## config.mk

```make
export PLATFORM = sky130hd
export DESIGN_NAME = humidity_temp_frame_decoder
export DESIGN_NICKNAME = d
export VERILOG_FILES = /design/src/hw/rtl/htfd_pkg.sv /design/src/hw/rtl/humidity_temp_frame_decoder.sv /design/src/hw/rtl/htfd_convert.sv
export SDC_FILE = /design/constraint.sdc
export NUM_CORES = 1
export LEC_CHECK = 0
export ABC_AREA = 1
export BUFFER_PORTS_ARGS = -buffer_cell sky130_fd_sc_hd__buf_2
export CAP_MARGIN = 20
export CORE_ASPECT_RATIO = 0.5
export CORE_MARGIN = 2
export CORE_UTILIZATION = 49
export CTS_CLUSTER_SIZE = 16
export DETAILED_ROUTE_END_ITERATION = 8
export GPL_ROUTABILITY_DRIVEN = 0
export GPL_TIMING_DRIVEN = 0
export PLACE_DENSITY = 0.78
export SYNTH_ARGS = -nofsm -noshare
export SYNTH_HDL_FRONTEND = slang
export SYNTH_SLANG_ARGS = --single-unit
```

## constraint.sdc

```tcl
create_clock -name clk -period 6.2 [get_ports clk]
set_input_delay 0.62 -clock clk [delete_from_list [all_inputs] [get_ports clk]]
set_output_delay 0.62 -clock clk [all_outputs]
set_load 0.01 [all_outputs]
```

## src/hw/rtl/htfd_pkg.sv

```systemverilog
// htfd_pkg: item types, reply-frame constants and the crc-8 byte step
// shared by the frame decoder and its conversion stage; depends on nothing
`timescale 1ns / 1ps

package htfd_pkg;

  // input item: one byte of the reply and its start-of-frame flag
  typedef struct packed {
    logic [7:0] data_byte;
    logic       frame_start;
  } in_t;

  // result item: converted values and the check flag
  typedef struct packed {
    logic signed [14:0] temperature_centi;
    logic [13:0]        humidity_centi;
    logic               crc_error;
  } out_t;

  // crc-8 settings
  localparam logic [7:0] CrcPoly = 8'h31;
  localparam logic [7:0] CrcInit = 8'hFF;

  // conversion constants
  localparam logic [12:0] TScale  = 13'd4375;
  localparam logic [14:0] TOffset = 15'd4500;
  localparam logic [9:0]  HScale  = 10'd625;

  // byte positions inside a reply
  localparam logic [2:0] PosTempHi = 3'd0;
  localparam logic [2:0] PosTempLo = 3'd1;
  localparam logic [2:0] PosTempCrc = 3'd2;
  localparam logic [2:0] PosHumHi = 3'd3;
  localparam logic [2:0] PosHumLo = 3'd4;
  localparam logic [2:0] PosHumCrc = 3'd5;

  // one byte through the crc, msb first
  function automatic logic [7:0] crc_byte(input logic [7:0] crc, input logic [7:0] b);
    logic [7:0] c;
    c = crc ^ b;
    for (int i = 0; i < 8; i++) begin
      c = c[7] ? ({c[6:0], 1'b0} ^ CrcPoly) : {c[6:0], 1'b0};
    end
    return c;
  endfunction

endpackage

```

## src/hw/rtl/humidity_temp_frame_decoder.sv

```systemverilog
// humidity_temp_frame_decoder: top level of the six-byte reply decoder
// depends on htfd_pkg and htfd_convert
`timescale 1ns / 1ps

// Usage
//   item channel: one reply byte per item (item_valid / item_stall). The
//   bytes are temperature high, low, crc, humidity high, low, crc. Setting
//   frame_start on a byte makes it the first byte of a new reply; without
//   it the position wraps after the sixth byte.
//   result channel: one item per reply (result_valid / result_stall), with
//   the temperature and humidity in hundredths, or zeros and crc_error set
//   when either word failed its crc-8 check.
//   Throughput: one byte per cycle unless a held result stalls input, set
//   by the single crc step and the two constant multiplies between the
//   input register and the result register. An accepted sixth byte sits
//   in the input register; the result register loads from it once no
//   held result blocks it.
//   Stall: a held result blocks only the sixth byte of the next reply; the
//   other bytes keep flowing. The input register and the result register
//   act as the two stages, so item_stall rises only when a result is held.
//   Reset: position 0, crc 0xFF, no item or result pending.

module humidity_temp_frame_decoder (
  input  logic           clk,
  input  logic           rst,
  input  logic           item_valid,
  output logic           item_stall,
  input  htfd_pkg::in_t  item,
  output logic           result_valid,
  input  logic           result_stall,
  output htfd_pkg::out_t result
);

  // input register
  logic          item_reg_valid;
  htfd_pkg::in_t item_reg;

  // frame state
  logic [2:0]  byte_position;
  logic [7:0]  running_crc;
  logic [15:0] temperature_raw;
  logic        temperature_crc_good;
  logic [7:0]  humidity_high_byte;
  logic [7:0]  humidity_low_byte;

  logic [2:0]  byte_position_next;
  logic [7:0]  running_crc_next;
  logic [15:0] temperature_raw_next;
  logic        temperature_crc_good_next;
  logic [7:0]  humidity_high_byte_next;
  logic [7:0]  humidity_low_byte_next;

  logic [2:0]     pos;
  logic           produce;
  logic           out_free;
  logic           go;
  logic           good;
  htfd_pkg::out_t conv;

  // effective position of the registered byte
  always_comb begin
    if (item_reg.frame_start || byte_position > htfd_pkg::PosHumCrc) begin
      pos = htfd_pkg::PosTempHi;
    end else begin
      pos = byte_position;
    end
  end

  assign produce    = (pos == htfd_pkg::PosHumCrc);
  assign out_free   = ~result_valid | ~result_stall;
  assign go         = item_reg_valid & (~produce | out_free);
  assign item_stall = item_reg_valid & ~go;
  assign good       = temperature_crc_good & (running_crc == item_reg.data_byte);

  // per-byte state update
  always_comb begin
    running_crc_next          = running_crc;
    temperature_raw_next      = temperature_raw;
    temperature_crc_good_next = temperature_crc_good;
    humidity_high_byte_next   = humidity_high_byte;
    humidity_low_byte_next    = humidity_low_byte;
    byte_position_next        = pos + 3'd1;
    case (pos)
      htfd_pkg::PosTempHi: begin
        temperature_raw_next = {item_reg.data_byte, 8'h00};
        running_crc_next     = htfd_pkg::crc_byte(htfd_pkg::CrcInit, item_reg.data_byte);
      end
      htfd_pkg::PosTempLo: begin
        temperature_raw_next = {temperature_raw[15:8], item_reg.data_byte};
        running_crc_next     = htfd_pkg::crc_byte(running_crc, item_reg.data_byte);
      end
      htfd_pkg::PosTempCrc: begin
        temperature_crc_good_next = (running_crc == item_reg.data_byte);
        running_crc_next          = htfd_pkg::CrcInit;
      end
      htfd_pkg::PosHumHi: begin
        humidity_high_byte_next = item_reg.data_byte;
        running_crc_next        = htfd_pkg::crc_byte(htfd_pkg::CrcInit, item_reg.data_byte);
      end
      htfd_pkg::PosHumLo: begin
        humidity_low_byte_next = item_reg.data_byte;
        running_crc_next       = htfd_pkg::crc_byte(running_crc, item_reg.data_byte);
      end
      default: begin
        running_crc_next   = htfd_pkg::CrcInit;
        byte_position_next = htfd_pkg::PosTempHi;
      end
    endcase
  end

  htfd_convert u_convert (
    .temp_raw (temperature_raw),
    .hum_raw  ({humidity_high_byte, humidity_low_byte}),
    .good     (good),
    .result   (conv)
  );

  // input register
  always_ff @(posedge clk) begin
    if (rst) begin
      item_reg_valid <= 1'b0;
    end else if (!item_stall) begin
      item_reg_valid <= item_valid;
    end
    if (!item_stall && item_valid) begin
      item_reg <= item;
    end
  end

  // frame state
  always_ff @(posedge clk) begin
    if (rst) begin
      byte_position        <= htfd_pkg::PosTempHi;
      running_crc          <= htfd_pkg::CrcInit;
      temperature_raw      <= 16'd0;
      temperature_crc_good <= 1'b0;
      humidity_high_byte   <= 8'd0;
      humidity_low_byte    <= 8'd0;
    end else if (go) begin
      byte_position        <= byte_position_next;
      running_crc          <= running_crc_next;
      temperature_raw      <= temperature_raw_next;
      temperature_crc_good <= temperature_crc_good_next;
      humidity_high_byte   <= humidity_high_byte_next;
      humidity_low_byte    <= humidity_low_byte_next;
    end
  end

  // result register
  always_ff @(posedge clk) begin
    if (rst) begin
      result_valid <= 1'b0;
    end else if (go && produce) begin
      result_valid <= 1'b1;
    end else if (!result_stall) begin
      result_valid <= 1'b0;
    end
    if (go && produce) begin
      result <= conv;
    end
  end

  // checks
  a_pos_range: assert property (@(posedge clk) disable iff (rst)
    byte_position <= htfd_pkg::PosHumCrc)
    else $error("byte position out of range");

  a_err_zero: assert property (@(posedge clk) disable iff (rst)
    result_valid && result.crc_error |->
      result.temperature_centi == 15'sd0 && result.humidity_centi == 14'd0)
    else $error("failed reply carries nonzero values");

  a_hum_range: assert property (@(posedge clk) disable iff (rst)
    result_valid && !result.crc_error |-> result.humidity_centi <= 14'd10000)
    else $error("humidity out of range");

  a_result_load: assert property (@(posedge clk) disable iff (rst)
    go && produce |=> result_valid)
    else $error("sixth byte gave no result");

  a_stall_cause: assert property (@(posedge clk) disable iff (rst)
    item_stall |-> item_reg_valid && produce && result_valid && result_stall)
    else $error("input stalled without a held result");

endmodule

```

## src/hw/rtl/htfd_convert.sv

```systemverilog
// htfd_convert: scales the raw temperature and humidity words to hundredths
// and forces zeros on a failed check; depends on htfd_pkg
`timescale 1ns / 1ps

module htfd_convert (
  input  logic [15:0]       temp_raw,
  input  logic [15:0]       hum_raw,
  input  logic              good,
  output htfd_pkg::out_t    result
);

  logic [28:0] t_prod;
  logic [14:0] t_scaled;
  logic [14:0] t_centi;
  logic [25:0] h_prod;

  // constant multiplies, keep the integer part
  assign t_prod   = 29'(htfd_pkg::TScale) * 29'(temp_raw);
  assign t_scaled = t_prod[28:14];
  assign t_centi  = t_scaled - htfd_pkg::TOffset;
  assign h_prod   = 26'(htfd_pkg::HScale) * 26'(hum_raw);

  // zero both values when either word failed
  always_comb begin
    result.temperature_centi = good ? $signed(t_centi) : 15'sd0;
    result.humidity_centi    = good ? h_prod[25:12] : 14'd0;
    result.crc_error         = ~good;
  end

endmodule
```

# Word-level counts from Yosys, hierarchy flattened
# Cells that the tools add are included.
[classes]
addsub = 2
n_mul = 2
n_lt_le_gt_ge = 1
eq_ne = 7
n_mux = 22
n_bitwise = 29
reduce_logical = 14
[op_table]
columns = ["op", "n"]
rows = [
  ["6-bit two-way mux", 16],
  ["3-bit NOT", 16],
  ["16-bit one-hot mux with 2 select lines", 1],
  ["13-bit by 16-bit multiplier with 29-bit output (first input constant)", 1],
  ["10-bit by 16-bit multiplier with 26-bit output (first input constant)", 1],
  ["8-bit one-hot mux with 2 select lines", 1],
  ["15-bit by 13-bit subtractor with 15-bit output (second input constant)", 1],
  ["8-bit == test", 1],
  ["8-bit NOT", 1],
  ["2-bit AND reduction", 4],
  ["8-bit bitwise XOR", 1],
  ["3-bit by 2-bit == test with 1-bit output (second input constant)", 2],
  ["3-bit == test (second input constant)", 2],
  ["3-bit two-way mux", 2],
  ["1-bit NOT", 6],
  ["5-bit OR reduction", 1],
  ["2-bit OR reduction", 2],
  ["3-bit by 1-bit adder with 3-bit output (second input constant)", 1],
  ["1-bit AND", 3],
  ["3-bit by 1-bit == test with 1-bit output (second input constant)", 1],
  ["3-bit greater-than comparator (second input constant)", 1],
  ["3-bit zero test", 1],
  ["3-bit AND reduction", 1],
  ["1-bit logical AND", 2],
  ["6 further kinds", 8],
]
[word_totals]
regBits = 85
input_bits = 13
output_inout_bits = 32
elab_cells = 91

# Longest topological paths before layout
# Gate-level depths: netlist of the first run.
[depth]
ltp_word = 18
mapped_depth = 28
ltp_nobuf = 28

# By module
# From an unflattened synthesis of the first run, not the netlist that was laid out.
[unflattened]
hier_cells = 1367
hier_area_um2 = 10366.2
[by_module_without_submodules]
columns = ["module", "instances", "cells_per_inst", "area_per_inst_um2", "seq_area_each_um2"]
rows = [
  ["htfd_convert", 1, 950, 6640.1, 0.0],
  ["humidity_temp_frame_decoder", 1, 417, 3726.1, 2092.0],
]

# Worst setup path before layout of the first run
# Ideal clock, no wire load.
[synth_path]
path_type = "register -> register"
startpoint = "register temperature_raw[10]"
endpoint = "register result[27] (netlist name) (data pin)"
setup_time_ns = 0.255
arrival_ns = 4.286
t_required_ns = 5.945
path_slack_ns = 1.660
path_stages_with_launch = 26
synth_period_minus_slack_ns = 4.540
path_cell_list = "dfxtp_1 -> ha_1 -> inv_1 -> fa_1 -> inv_1 -> ha_1 -> fa_1 -> inv_1 -> fa_1 -> inv_1 -> ha_1 -> nand2_1 -> nor2_4 -> nand3_1 -> inv_1 -> nand2_1 -> nand2_1 -> xor2_2 -> ha_1 -> inv_1 -> nand2_1 -> nand4_1 -> nand2_2 -> nand3_1 -> nand2_1 -> nor2_1"
[synth_via]
elab_chain_cells = 2
[synth_rtl]
columns = ["item", "line", "source"]
rows = [
  ["from (decl)", "humidity_temp_frame_decoder.sv:41", "logic [15:0] temperature_raw;"],
  ["from (signal assigned)", "humidity_temp_frame_decoder.sv:142", "temperature_raw <= temperature_raw_next;"],
  ["13-bit by 16-bit multiplier with 29-bit output", "htfd_convert.sv:18", "assign t_prod = 29'(htfd_pkg::TScale) * 29'(temp_raw);"],
  ["15-bit by 13-bit subtractor with 15-bit output", "htfd_convert.sv:20", "assign t_centi = t_scaled - htfd_pkg::TOffset;"],
  ["to (signal assigned)", "humidity_temp_frame_decoder.sv:159", "result <= conv;"],
  ["to (decl)", "humidity_temp_frame_decoder.sv:31", "output htfd_pkg::out_t result"],
]
# Every way passes these cells.
# A chain may end at the register's enable or synchronous reset.

# Worst setup path after layout of the first run
# Ends and elaborated chain as after synthesis.

==> metrics.yaml, run 1 <==
crit_required_ns: 6.30
netlist_area_um2: 10100
die_height_um: 106
post-synth-top-count-cell: "sky130_fd_sc_hd__inv_1"
filler_cell_count: 1804
nets: 1604
final_min_period_over_clock_period_pct: 84.1
floorplan.io_pins: 45
min-delay-path-class: "input pin to flop"
setup_repair_after_global_routing_missed_its_margin: "false"
fin_worst_skew_ns: 0.0196
synth_seq_cells: 85
post_route_cells_drive_above_1_share_pct: 8.60
yosys-top-cells-count: "sky130_fd_sc_hd__inv_1 (303), sky130_fd_sc_hd__nand2_1 (247), sky130_fd_sc_hd__ha_1 (169), sky130_fd_sc_hd__a21oi_1 (101), sky130_fd_sc_hd__fa_1 (78)"
cellLeakagePower_nw: 5.99
clkSinkCount: 85
post-route-util_pct: 53.8
htree_num_levels: 3
critPathKind: "flop to flop"
synth_top_area_cell: "sky130_fd_sc_hd__ha_1"
synth-edff-count: 39
largest_register_ffs: 30
die_w_um: 207
synth_fp_nets: 1548
synth_area_per_cell_um2: 7.86
start_util_pct: 49.6
final_worst_path_period_need_ns: 5.21
avgViaCountPerCell: 5.14
cts-buffers-inserted: 9
drt-wirelength-per-cell_um: 13.8
synthesis.instances: 1288
postLayoutCellArea_um2: 11000
clock_tree.root_cell: "sky130_fd_sc_hd__clkbuf_16"
first_pass_iters: 8
clock_latency_reported_for_the_late_side_of_the_worst_skew_pair_ns: 0.36
crit_arrival_ns: 5.31
place.detailed.hpwl_um: 18800
drc_errors: 0
max_cap_viol_count: 0
max-slew-margin-rel_pct: 38.8
cts_post_setup_buffers_inserted: 0
worst_setup_hold_path_clk_slew_ns: 0.07
grt_antenna_before_repair: 0
inserted_diodes: 0
route.final.wire_length_um: 22400
timing_hold_violations_final: 0
cts-resized-gates: 0
crit_fanout: 7
grt-ovfl-total: 0
first_iter_violations: 499
grt_max_degree: 16
fmax_ghz: 0.192
fin_cells: 1622
postRouteAntennaNets: 0
worst_slew_pin_slew_ns: 0.913
grt_pass1_wl_um: 37500
outcome: "finished clean"
cts.path.max_buffers: 2
yosys_warnings: 0
number_of_setup_violations_in_the_final_report: 0
globalRouteTotalUtil_pct: 21.0
core_um2: 20400
cp_startpoint_kind: "flop"
worstSetupEndpointType: "flop"
dpl.cell_count: 1606
synth_top_cells_by_area: "sky130_fd_sc_hd__ha_1 (21%), sky130_fd_sc_hd__fa_1 (15%), sky130_fd_sc_hd__edfxtp_1 (12%), sky130_fd_sc_hd__inv_1 (11%), sky130_fd_sc_hd__nand2_1 (9.2%)"
placement.cell_area_um2: 10700
final-max-slew-violation-count: 0
hold_buffers: 0
die_ar_um2: 21900
via_count_of_the_first_global_routing_pass: 8170
prevailing_post_synth_register_cell: "sky130_fd_sc_hd__dfxtp_1"
via_count: 8334
fp_rows: 37
tritoncts: "yes"
postSynth.asyncResetShare_pct: 0
synth.lib_cells_used.distinct: 46
vdd.ir_drop.worst_mv: 0.137
pwr_density_cell_nw_per_um2: 158
seq_area_frac_synth_pct: 20.7
fraction_of_synthesized_cell_area_taken_by_the_top_area_cell_type_pct: 20.9
numPortBuffers: 43
post_synthesis_to_final_layout_area_growth_pct: 8.51
timing.setup.tns_ns: 0
[final timing paths]
path,end,slack (ns),from,cells past startpoint
max,result[27],0.99,temperature_raw[10],25
min reg2reg,temperature_crc_good,0.46,temperature_crc_good,2
min,item_reg[4],0.44,item[4],1
max reg2reg,result[27],0.99,temperature_raw[10],25
[critical path, stage by stage (launching register included)]
cell	delay, ns
sky130_fd_sc_hd__dfxtp_1	0.62
sky130_fd_sc_hd__ha_1	0.22
sky130_fd_sc_hd__inv_1	0.05
sky130_fd_sc_hd__fa_1	0.50
sky130_fd_sc_hd__inv_1	0.04
sky130_fd_sc_hd__ha_1	0.32
sky130_fd_sc_hd__fa_1	0.50
sky130_fd_sc_hd__inv_1	0.06
sky130_fd_sc_hd__fa_1	0.55
sky130_fd_sc_hd__inv_1	0.06
sky130_fd_sc_hd__ha_1	0.32
sky130_fd_sc_hd__nand2_1	0.13
sky130_fd_sc_hd__nor2_4	0.17
sky130_fd_sc_hd__nand3_1	0.09
sky130_fd_sc_hd__inv_1	0.07
sky130_fd_sc_hd__nand2_1	0.07
sky130_fd_sc_hd__nand2_1	0.11
sky130_fd_sc_hd__xor2_2	0.24
sky130_fd_sc_hd__ha_1	0.19
sky130_fd_sc_hd__inv_1	0.05
sky130_fd_sc_hd__nand2_1	0.10
sky130_fd_sc_hd__nand4_1	0.17
sky130_fd_sc_hd__nand2_2	0.15
sky130_fd_sc_hd__nand3_1	0.08
sky130_fd_sc_hd__nand2_1	0.06
sky130_fd_sc_hd__nor2_1	0.04
[where the power goes]
| part | switching, mW | internal (mW) |
|---|---|---|
| combinational | 0.370 | 0.209 |
| clock | 0.244 | 0.286 |
| sequential | 0.0250 | 0.599 |
[cell families (layout without fill, tap and decap cells)]
| family | count (synthesis) | after routing | share of synthesized area [%] |
|---|---|---|---|
| buffers and inverters | 325 | 386 | 12.4 |
| adders and majority gates | 247 | 247 | 36.3 |
| AOI/OAI and AO/OA | 191 | 191 | 10.3 |
| xor gates and xnor gates | 29 | 29 | 2.88 |
| and+or+nand+nor | 411 | 411 | 17.5 |
| DFF | 85 | 85 | 20.7 |
[per-stage QoR]
| step | power, mW | hold WS [ns] | setup slack (ns) |
|---|---|---|---|
| finish | 1.73 | 0.445 | 0.988 |
| global route | 1.84 | 0.439 | 0.705 |
| CTS | 1.73 | 0.441 | 1.03 |
| detailed placement | 1.21 | 0.451 | 1.03 |
| global placement | 1.18 | 0.448 | 1.18 |
| floorplan | 1.07 | 0.436 | 1.66 |
[metal layers]
metal,GRT usage (%),part of all wire (%),up-vias
met5,0,0,-
met4,6.53,2.3,0
met3,3.19,5.6,40
met2,37.4,48,206
met1,26.4,44,3899
li1,-,-,4189
[area by class of cell]
class	count	area, um2	share of cell area [%]
clock buffer	10	239	2.18
multi-input combinational	878	6780	61.7
sequential	85	2090	19.0
clock inverter	6	42.5	0.387
inverter	306	1150	10.5
tap	273	342	3.11
timing repair buffer	45	234	2.13
buffer	19	105	0.957
[cell usage in the layout, fill, tap and decap left out, types with 3 or more instances in the layout]
cell and n:
sky130_fd_sc_hd__buf_6 4, sky130_fd_sc_hd__and2_1 5, sky130_fd_sc_hd__dfxtp_1 46, sky130_fd_sc_hd__nor2_2 9
sky130_fd_sc_hd__xor2_1 10, sky130_fd_sc_hd__inv_1 304, sky130_fd_sc_hd__a21oi_2 3, sky130_fd_sc_hd__o21ai_0 57
sky130_fd_sc_hd__clkbuf_1 7, sky130_fd_sc_hd__or2_1 3, sky130_fd_sc_hd__o21bai_1 4, sky130_fd_sc_hd__nand3_1 42
sky130_fd_sc_hd__buf_2 52, sky130_fd_sc_hd__fa_1 78, sky130_fd_sc_hd__o21a_1 7, sky130_fd_sc_hd__nand2_1 247
sky130_fd_sc_hd__a21oi_1 101, sky130_fd_sc_hd__edfxtp_1 39, sky130_fd_sc_hd__ha_1 169, sky130_fd_sc_hd__xnor2_2 3
sky130_fd_sc_hd__clkbuf_16 9, sky130_fd_sc_hd__inv_6 3, sky130_fd_sc_hd__a221oi_1 3, sky130_fd_sc_hd__nor3_1 5
sky130_fd_sc_hd__nor2_1 61, sky130_fd_sc_hd__or2_2 5, sky130_fd_sc_hd__o21ai_1 3, sky130_fd_sc_hd__nand4_1 13
sky130_fd_sc_hd__nand2_2 12, sky130_fd_sc_hd__xnor2_1 14, sky130_fd_sc_hd__a21o_1 3
No activity file was read; power rests on OpenSTA's default activity.
==> run 2, diff against run 1 <==
==> constraint.sdc (replaced) <==
create_clock -name clk -period 4.9 [get_ports clk]
set_input_delay 0.49 -clock clk [delete_from_list [all_inputs] [get_ports clk]]
set_output_delay 0.49 -clock clk [all_outputs]
set_load 0.01 [all_outputs]
==> run 2 against run 1 <==
Count of clock-buffer cells in the layout did not move. Die area did not move. Total power rose by 35%. Largest cell class unchanged. Via count rose by 2.1%. Combinational power rose by 52%. Wire length rose by 4.7%. Sequential share of layout area fell by 0.28 points. Register-to-register slack got worse by 0.94 ns.
==> metrics.yaml, run 2 (same netlist as run 1, synthesis figures left out) <==
vdd.ir_drop.worst_mv: 0.176
grt_pass1_wl_um: 37800
filler_cell_count: 1730
regArea_um2: 2130
max-slew-margin-rel_pct: 38.6
clock_latency_reported_for_the_late_side_of_the_worst_skew_pair_ns: 0.35
setup_repair_after_global_routing_missed_its_margin: "true"
placement.cell_area_um2: 10700
start_util_pct: 49.6
clkSinkCount: 85
nets: 1624
crit_required_ns: 5.00
fin_worst_skew_ns: 0.0173
cellLeakagePower_nw: 6.11
worstSetupEndpointType: "flop"
die_ar_um2: 21900
largest_register_ffs: 30
drc_errors: 0
crit_fanout: 6
first_pass_iters: 7
grt-ovfl-total: 0
clock_tree.root_cell: "sky130_fd_sc_hd__clkbuf_16"
globalRouteTotalUtil_pct: 21.2
worst_setup_hold_path_clk_slew_ns: 0.06
post-route-util_pct: 55.7
inserted_diodes: 0
final_min_period_over_clock_period_pct: 98.9
route.final.wire_length_um: 23400
final-max-slew-violation-count: 0
via_count_of_the_first_global_routing_pass: 8226
critPathKind: "flop to flop"
avgViaCountPerCell: 5.18
final_worst_path_period_need_ns: 4.85
drt-wirelength-per-cell_um: 14.3
crit_arrival_ns: 4.95
postRouteAntennaNets: 0
first_iter_violations: 603
cts-buffers-inserted: 9
place.detailed.hpwl_um: 18800
tritoncts: "yes"
die_height_um: 106
max_cap_viol_count: 0
outcome: "finished clean"
most-common-layout-cells: "sky130_fd_sc_hd__inv_1 (299), sky130_fd_sc_hd__nand2_1 (230), sky130_fd_sc_hd__ha_1 (159)"
design_power_total_mw: 2.33
post_synthesis_to_final_layout_area_growth_pct: 12.4
hold_buffers: 0
htree_num_levels: 3
timing_hold_violations_final: 0
numPortBuffers: 43
grt_max_degree: 16
via_count: 8507
core_um2: 20400
floorplan.io_pins: 45
cts.path.max_buffers: 2
die_w_um: 207
fmax_ghz: 0.206
postLayoutCellArea_um2: 11400
pwr_density_cell_nw_per_um2: 205
multiInputGateArea_um2: 6980
layout.cells.most_common: "sky130_fd_sc_hd__inv_1"
fp_rows: 37
cp_startpoint_kind: "flop"
post_route_cells_drive_above_1_share_pct: 14.3
worst_slew_pin_slew_ns: 0.917
min-delay-path-class: "input pin to flop"
grt_antenna_before_repair: 0
number_of_setup_violations_in_the_final_report: 0
[run 2: cell types whose count changed in the layout (fill, tap and decap cells not counted), moves of 5 or more]
cell and delta:
sky130_fd_sc_hd__ha_1 -10, sky130_fd_sc_hd__dfxtp_1 -18, sky130_fd_sc_hd__nand2_1 -17, sky130_fd_sc_hd__inv_2 +5
sky130_fd_sc_hd__ha_4 +8, sky130_fd_sc_hd__buf_4 +20, sky130_fd_sc_hd__dfxtp_4 +8, sky130_fd_sc_hd__dfxtp_2 +10
sky130_fd_sc_hd__inv_1 -5, sky130_fd_sc_hd__nand2_2 +17
[run 2: what timing repair did]
action,CTS,global route
hold endpoints to repair,0,0
endpoints found under the setup margin,7,13
pin swaps,4,15
setup buffers,4,16
gates resized for setup,17,56
[run 2: per-layer routing]
| metal | wire, um | share of wire (%) | up-vias | GRT usage, % |
|---|---|---|---|---|
| li1 | - | - | 4223 | - |
| met4 | 604 | 2.6 | 0 | 6.38 |
| met2 | 11600 | 49 | 250 | 37.9 |
| met5 | 0 | 0 | - | 0 |
| met3 | 1260 | 5.4 | 46 | 3.01 |
| met1 | 10000 | 43 | 3988 | 26.6 |
[run 2: stage by stage]
step / setup TNS, ns / instances / worst slack [ns] / hold slack, ns
global placement: -1.79 / 1604 / -0.115 / 0.448
global route: -0.412 / 1642 / -0.111 / 0.310
detailed placement: -1.02 / 1606 / -0.269 / 0.451
finish: 0 / 1642 / 0.0531 / 0.318
floorplan: 0 / 1288 / 0.360 / 0.436
CTS: 0 / 1626 / 0.0222 / 0.311
[run 2: cell type report]
type,count,area share (%)
Clock buffer,10,2.10
Buffer,19,0.924
Sequential cell,85,18.8
Inverter,306,10.1
Multi-Input combinational cell,878,61.4
Timing Repair Buffer,65,3.38
Tap cell,273,3.00
Clock inverter,6,0.374
[run 2: worst paths after layout]
path,from,to,slack [ns],cells past startpoint
hold reg to reg,temperature_crc_good,temperature_crc_good,0.46,2
setup / recovery,temperature_raw[10],result[27],0.05,25
hold / removal,item[4],item_reg[4],0.32,1
setup reg to reg,temperature_raw[10],result[27],0.05,25
[run 2: power breakdown]
| group | total [mW] | switching (mW) | internal, mW |
|---|---|---|---|
| clock | 0.665 | 0.303 | 0.362 |
| combinational | 0.882 | 0.534 | 0.348 |
| sequential | 0.786 | 0.0281 | 0.758 |
| total | 2.33 | 0.865 | 1.47 |
[run 2: worst max-delay path, cell delays in order, from the launching register on]
cell                      delay (ns)
sky130_fd_sc_hd__dfxtp_4        0.38
sky130_fd_sc_hd__ha_1           0.29
sky130_fd_sc_hd__inv_1          0.07
sky130_fd_sc_hd__fa_1           0.54
sky130_fd_sc_hd__inv_1          0.08
sky130_fd_sc_hd__ha_4           0.25
sky130_fd_sc_hd__fa_1           0.48
sky130_fd_sc_hd__inv_1          0.05
sky130_fd_sc_hd__fa_1           0.52
sky130_fd_sc_hd__inv_2          0.06
sky130_fd_sc_hd__ha_4           0.29
sky130_fd_sc_hd__nand2_2        0.10
sky130_fd_sc_hd__nor2_4         0.14
sky130_fd_sc_hd__nand3_2        0.07
sky130_fd_sc_hd__inv_1          0.08
sky130_fd_sc_hd__nand2_2        0.06
sky130_fd_sc_hd__nand2_2        0.09
sky130_fd_sc_hd__xor2_2         0.20
sky130_fd_sc_hd__ha_2           0.19
sky130_fd_sc_hd__inv_1          0.05
sky130_fd_sc_hd__nand2_2        0.09
sky130_fd_sc_hd__nand4_1        0.17
sky130_fd_sc_hd__nand2_2        0.17
sky130_fd_sc_hd__nand3_1        0.08
sky130_fd_sc_hd__nand2_1        0.07
sky130_fd_sc_hd__nor2_1         0.04
==> run 3, diff against run 2 <==
--- a/config.mk
+++ b/config.mk
@@ -5,7 +5,6 @@
 export SDC_FILE = /design/constraint.sdc
 export NUM_CORES = 1
 export LEC_CHECK = 0
-export ABC_AREA = 1
 export BUFFER_PORTS_ARGS = -buffer_cell sky130_fd_sc_hd__buf_2
 export CAP_MARGIN = 20
 export CORE_ASPECT_RATIO = 0.5
==> run 3 against run 2 <==
Wire length decreased by 3.6%. Largest power group is now registers. Highest routed layer unchanged. The run now ends with setup timing left. Via count is 16% lower. Area after synthesis down 8.4%. Critical path type unchanged.
==> metrics.yaml, run 3 <==
numPortBuffers: 43
setup_repair_after_global_routing_missed_its_margin: "true"
clock_latency_reported_for_the_late_side_of_the_worst_skew_pair_ns: 0.36
final-max-slew-violation-count: 0
synth_top_cells_by_area: "sky130_fd_sc_hd__ha_1 (23%), sky130_fd_sc_hd__fa_1 (17%), sky130_fd_sc_hd__edfxtp_1 (13%), sky130_fd_sc_hd__dfxtp_1 (9.9%), sky130_fd_sc_hd__inv_1 (7.6%)"
clock_tree.root_cell: "sky130_fd_sc_hd__clkbuf_16"
drt-wirelength-per-cell_um: 17.1
via_count: 7159
final_worst_path_period_need_ns: 5.25
route.final.wire_length_um: 22600
fraction_of_synthesized_cell_area_taken_by_the_top_area_cell_type_pct: 22.8
postLayoutCellArea_um2: 11300
cts.path.max_buffers: 2
cp_startpoint_kind: "flop"
seq_area_frac_synth_pct: 22.6
fin_cells: 1319
synth.lib_cells_used.distinct: 77
outcome: "finished, violations left"
crit_arrival_ns: 5.35
htree_num_levels: 3
first_pass_iters: 4
yosys-top-cells-count: "sky130_fd_sc_hd__inv_1 (187), sky130_fd_sc_hd__ha_1 (169), sky130_fd_sc_hd__nor2_1 (82), sky130_fd_sc_hd__fa_1 (78), sky130_fd_sc_hd__dfxtp_1 (46)"
pwr_density_cell_nw_per_um2: 192
grt_max_degree: 20
postSynth.asyncResetShare_pct: 0
floorplan.io_pins: 45
post-synth-top-count-cell: "sky130_fd_sc_hd__inv_1"
synth_area_per_cell_um2: 9.82
cts-buffers-inserted: 9
place.detailed.hpwl_um: 15100
die_ar_um2: 20100
synthesis.instances: 945
start_util_pct: 50.2
max_cap_viol_count: 0
timing_hold_violations_final: 0
min-delay-path-class: "input pin to flop"
synth_seq_cells: 85
grt_antenna_before_repair: 0
fp_rows: 35
drc_errors: 0
number_of_setup_violations_in_the_final_report: 7
globalRouteTotalUtil_pct: 22.2
synth_fp_nets: 1205
worst_setup_hold_path_clk_slew_ns: 0.08
timing.final.ws_setup_ns: -0.350
final_min_period_over_clock_period_pct: 107
post-route-util_pct: 60.9
die_height_um: 101
worstSetupEndpointType: "flop"
core_um2: 18500
clkSinkCount: 85
post_route_cells_drive_above_1_share_pct: 23.7
first_iter_violations: 351
largest_register_ffs: 30
via_count_of_the_first_global_routing_pass: 7375
yosys_warnings: 0
grt_pass1_wl_um: 35500
cellLeakagePower_nw: 5.56
inserted_diodes: 0
avgViaCountPerCell: 5.43
vdd.ir_drop.worst_mv: 0.185
max-slew-margin-rel_pct: 52.1
nets: 1315
netlist_area_um2: 9280
placement.cell_area_um2: 10100
postRouteAntennaNets: 0
die_w_um: 199
layout.cells.most_common: "sky130_fd_sc_hd__inv_1"
post_synthesis_to_final_layout_area_growth_pct: 21.4
critPathKind: "flop to flop"
fin_worst_skew_ns: 0.0116
fmax_ghz: 0.190
most-common-layout-cells: "sky130_fd_sc_hd__inv_1 (174), sky130_fd_sc_hd__ha_1 (142), sky130_fd_sc_hd__nor2_1 (79)"
hold_buffers: 0
synth-edff-count: 39
design_power_total_mw: 2.17
worst_slew_pin_slew_ns: 0.719
dpl.cell_count: 1248
tritoncts: "yes"
prevailing_post_synth_register_cell: "sky130_fd_sc_hd__dfxtp_1"
synth_top_area_cell: "sky130_fd_sc_hd__ha_1"
fin_hold_ws_ns: 0.303
crit_required_ns: 5.00
violations: "setup timing"
crit_fanout: 6
grt-ovfl-total: 0
==> run 3: changes by cell type in the layout (fill, tap and decap cells not counted), sizes merged, moves of 9 or more <==
cell,before,now
nand2,259,24
inv,311,192
nand3,43,16
clkbuf,17,28
nor2,72,83
buf,77,104
a21oi,104,35
mux2i,0,26
nor3,7,16
o21ai,60,17
xnor2,17,42
==> run 3: logic make-up (layout without fill, tap and decap cells) <==
logic type	after synthesis	after routing	share of synthesized area [%]
XOR/XNOR	61	61	5.84
AND/OR/NAND/NOR	187	187	10.1
adder cells (fa/ha/maj)	247	247	39.6
flip-flops	85	85	22.6
AO/OA/AOI/OAI	125	125	10.1
buffers and inverters	213	328	8.85
multiplexers	27	27	2.93
==> run 3: per-stage QoR <==
stage | TNS [ns] | setup WS, ns
floorplan | -0.132 | -0.132
global placement | -2.90 | -0.629
detailed placement | -4.44 | -0.733
CTS | -1.26 | -0.309
global route | -3.30 | -0.558
finish | -1.54 | -0.350
==> run 3: where the power goes <==
part | total, mW | leakage [nW] | switching (mW) | internal (mW)
Clock | 0.722 | 0.144 | 0.359 | 0.363
Combinational | 0.679 | 4.73 | 0.358 | 0.320
Sequential | 0.768 | 0.682 | 0.0197 | 0.748
Total | 2.17 | 5.56 | 0.737 | 1.43
==> run 3: area by class of cell <==
| class | instances | area (um2) |
|---|---|---|
| fill | 1400 | 7220 |
| multi-input combinational | 647 | 6990 |
| sequential | 85 | 2160 |
| inverter | 189 | 709 |
| timing repair buffer | 99 | 659 |
| tap | 259 | 324 |
| clock buffer | 9 | 225 |
| buffer | 24 | 115 |
| clock inverter | 7 | 77.6 |
==> run 3: final timing paths <==
check                      startpoint             end  slack [ns]  depth (start not counted)
setup / recovery  temperature_raw[12]      result[29]       -0.35                         21
hold / removal                item[0]     item_reg[0]        0.30                          1
setup reg to reg  temperature_raw[12]      result[29]       -0.35                         21
hold reg to reg        running_crc[2]  running_crc[2]        0.49                          1
==> run 3: per-layer routing <==
metal | global-route usage, % | vias to the layer above | routed length [um]
li1 | - | 3380 | -
met1 | 28.2 | 3494 | 9390
met2 | 39.9 | 230 | 11400
met3 | 3.06 | 55 | 1180
met4 | 6.66 | 0 | 630
met5 | 0 | - | 0
==> run 3: repair_timing <==
item,in CTS,in global routing
pin swaps,36,52
setup buffers,31,24
endpoints found under the setup margin,14,14
endpoints found under the hold margin,0,0
gates cloned,0,0
gates resized for setup,47,51
==> run 3: worst max-delay path, stage by stage (launching register included) <==
cell,delay [ns]
sky130_fd_sc_hd__dfxtp_4,0.38
sky130_fd_sc_hd__ha_4,0.27
sky130_fd_sc_hd__inv_2,0.03
sky130_fd_sc_hd__fa_1,0.54
sky130_fd_sc_hd__inv_2,0.06
sky130_fd_sc_hd__ha_4,0.26
sky130_fd_sc_hd__fa_1,0.42
sky130_fd_sc_hd__fa_1,0.60
sky130_fd_sc_hd__ha_4,0.23
sky130_fd_sc_hd__a2111oi_4,0.30
sky130_fd_sc_hd__nand3_2,0.13
sky130_fd_sc_hd__nor2_4,0.17
sky130_fd_sc_hd__o31ai_4,0.09
sky130_fd_sc_hd__xor2_1,0.22
sky130_fd_sc_hd__inv_1,0.11
sky130_fd_sc_hd__ha_4,0.18
sky130_fd_sc_hd__a2bb2oi_4,0.19
sky130_fd_sc_hd__a211oi_4,0.30
sky130_fd_sc_hd__buf_4,0.19
sky130_fd_sc_hd__o21ai_2,0.07
sky130_fd_sc_hd__a21oi_2,0.13
sky130_fd_sc_hd__a31oi_1,0.11
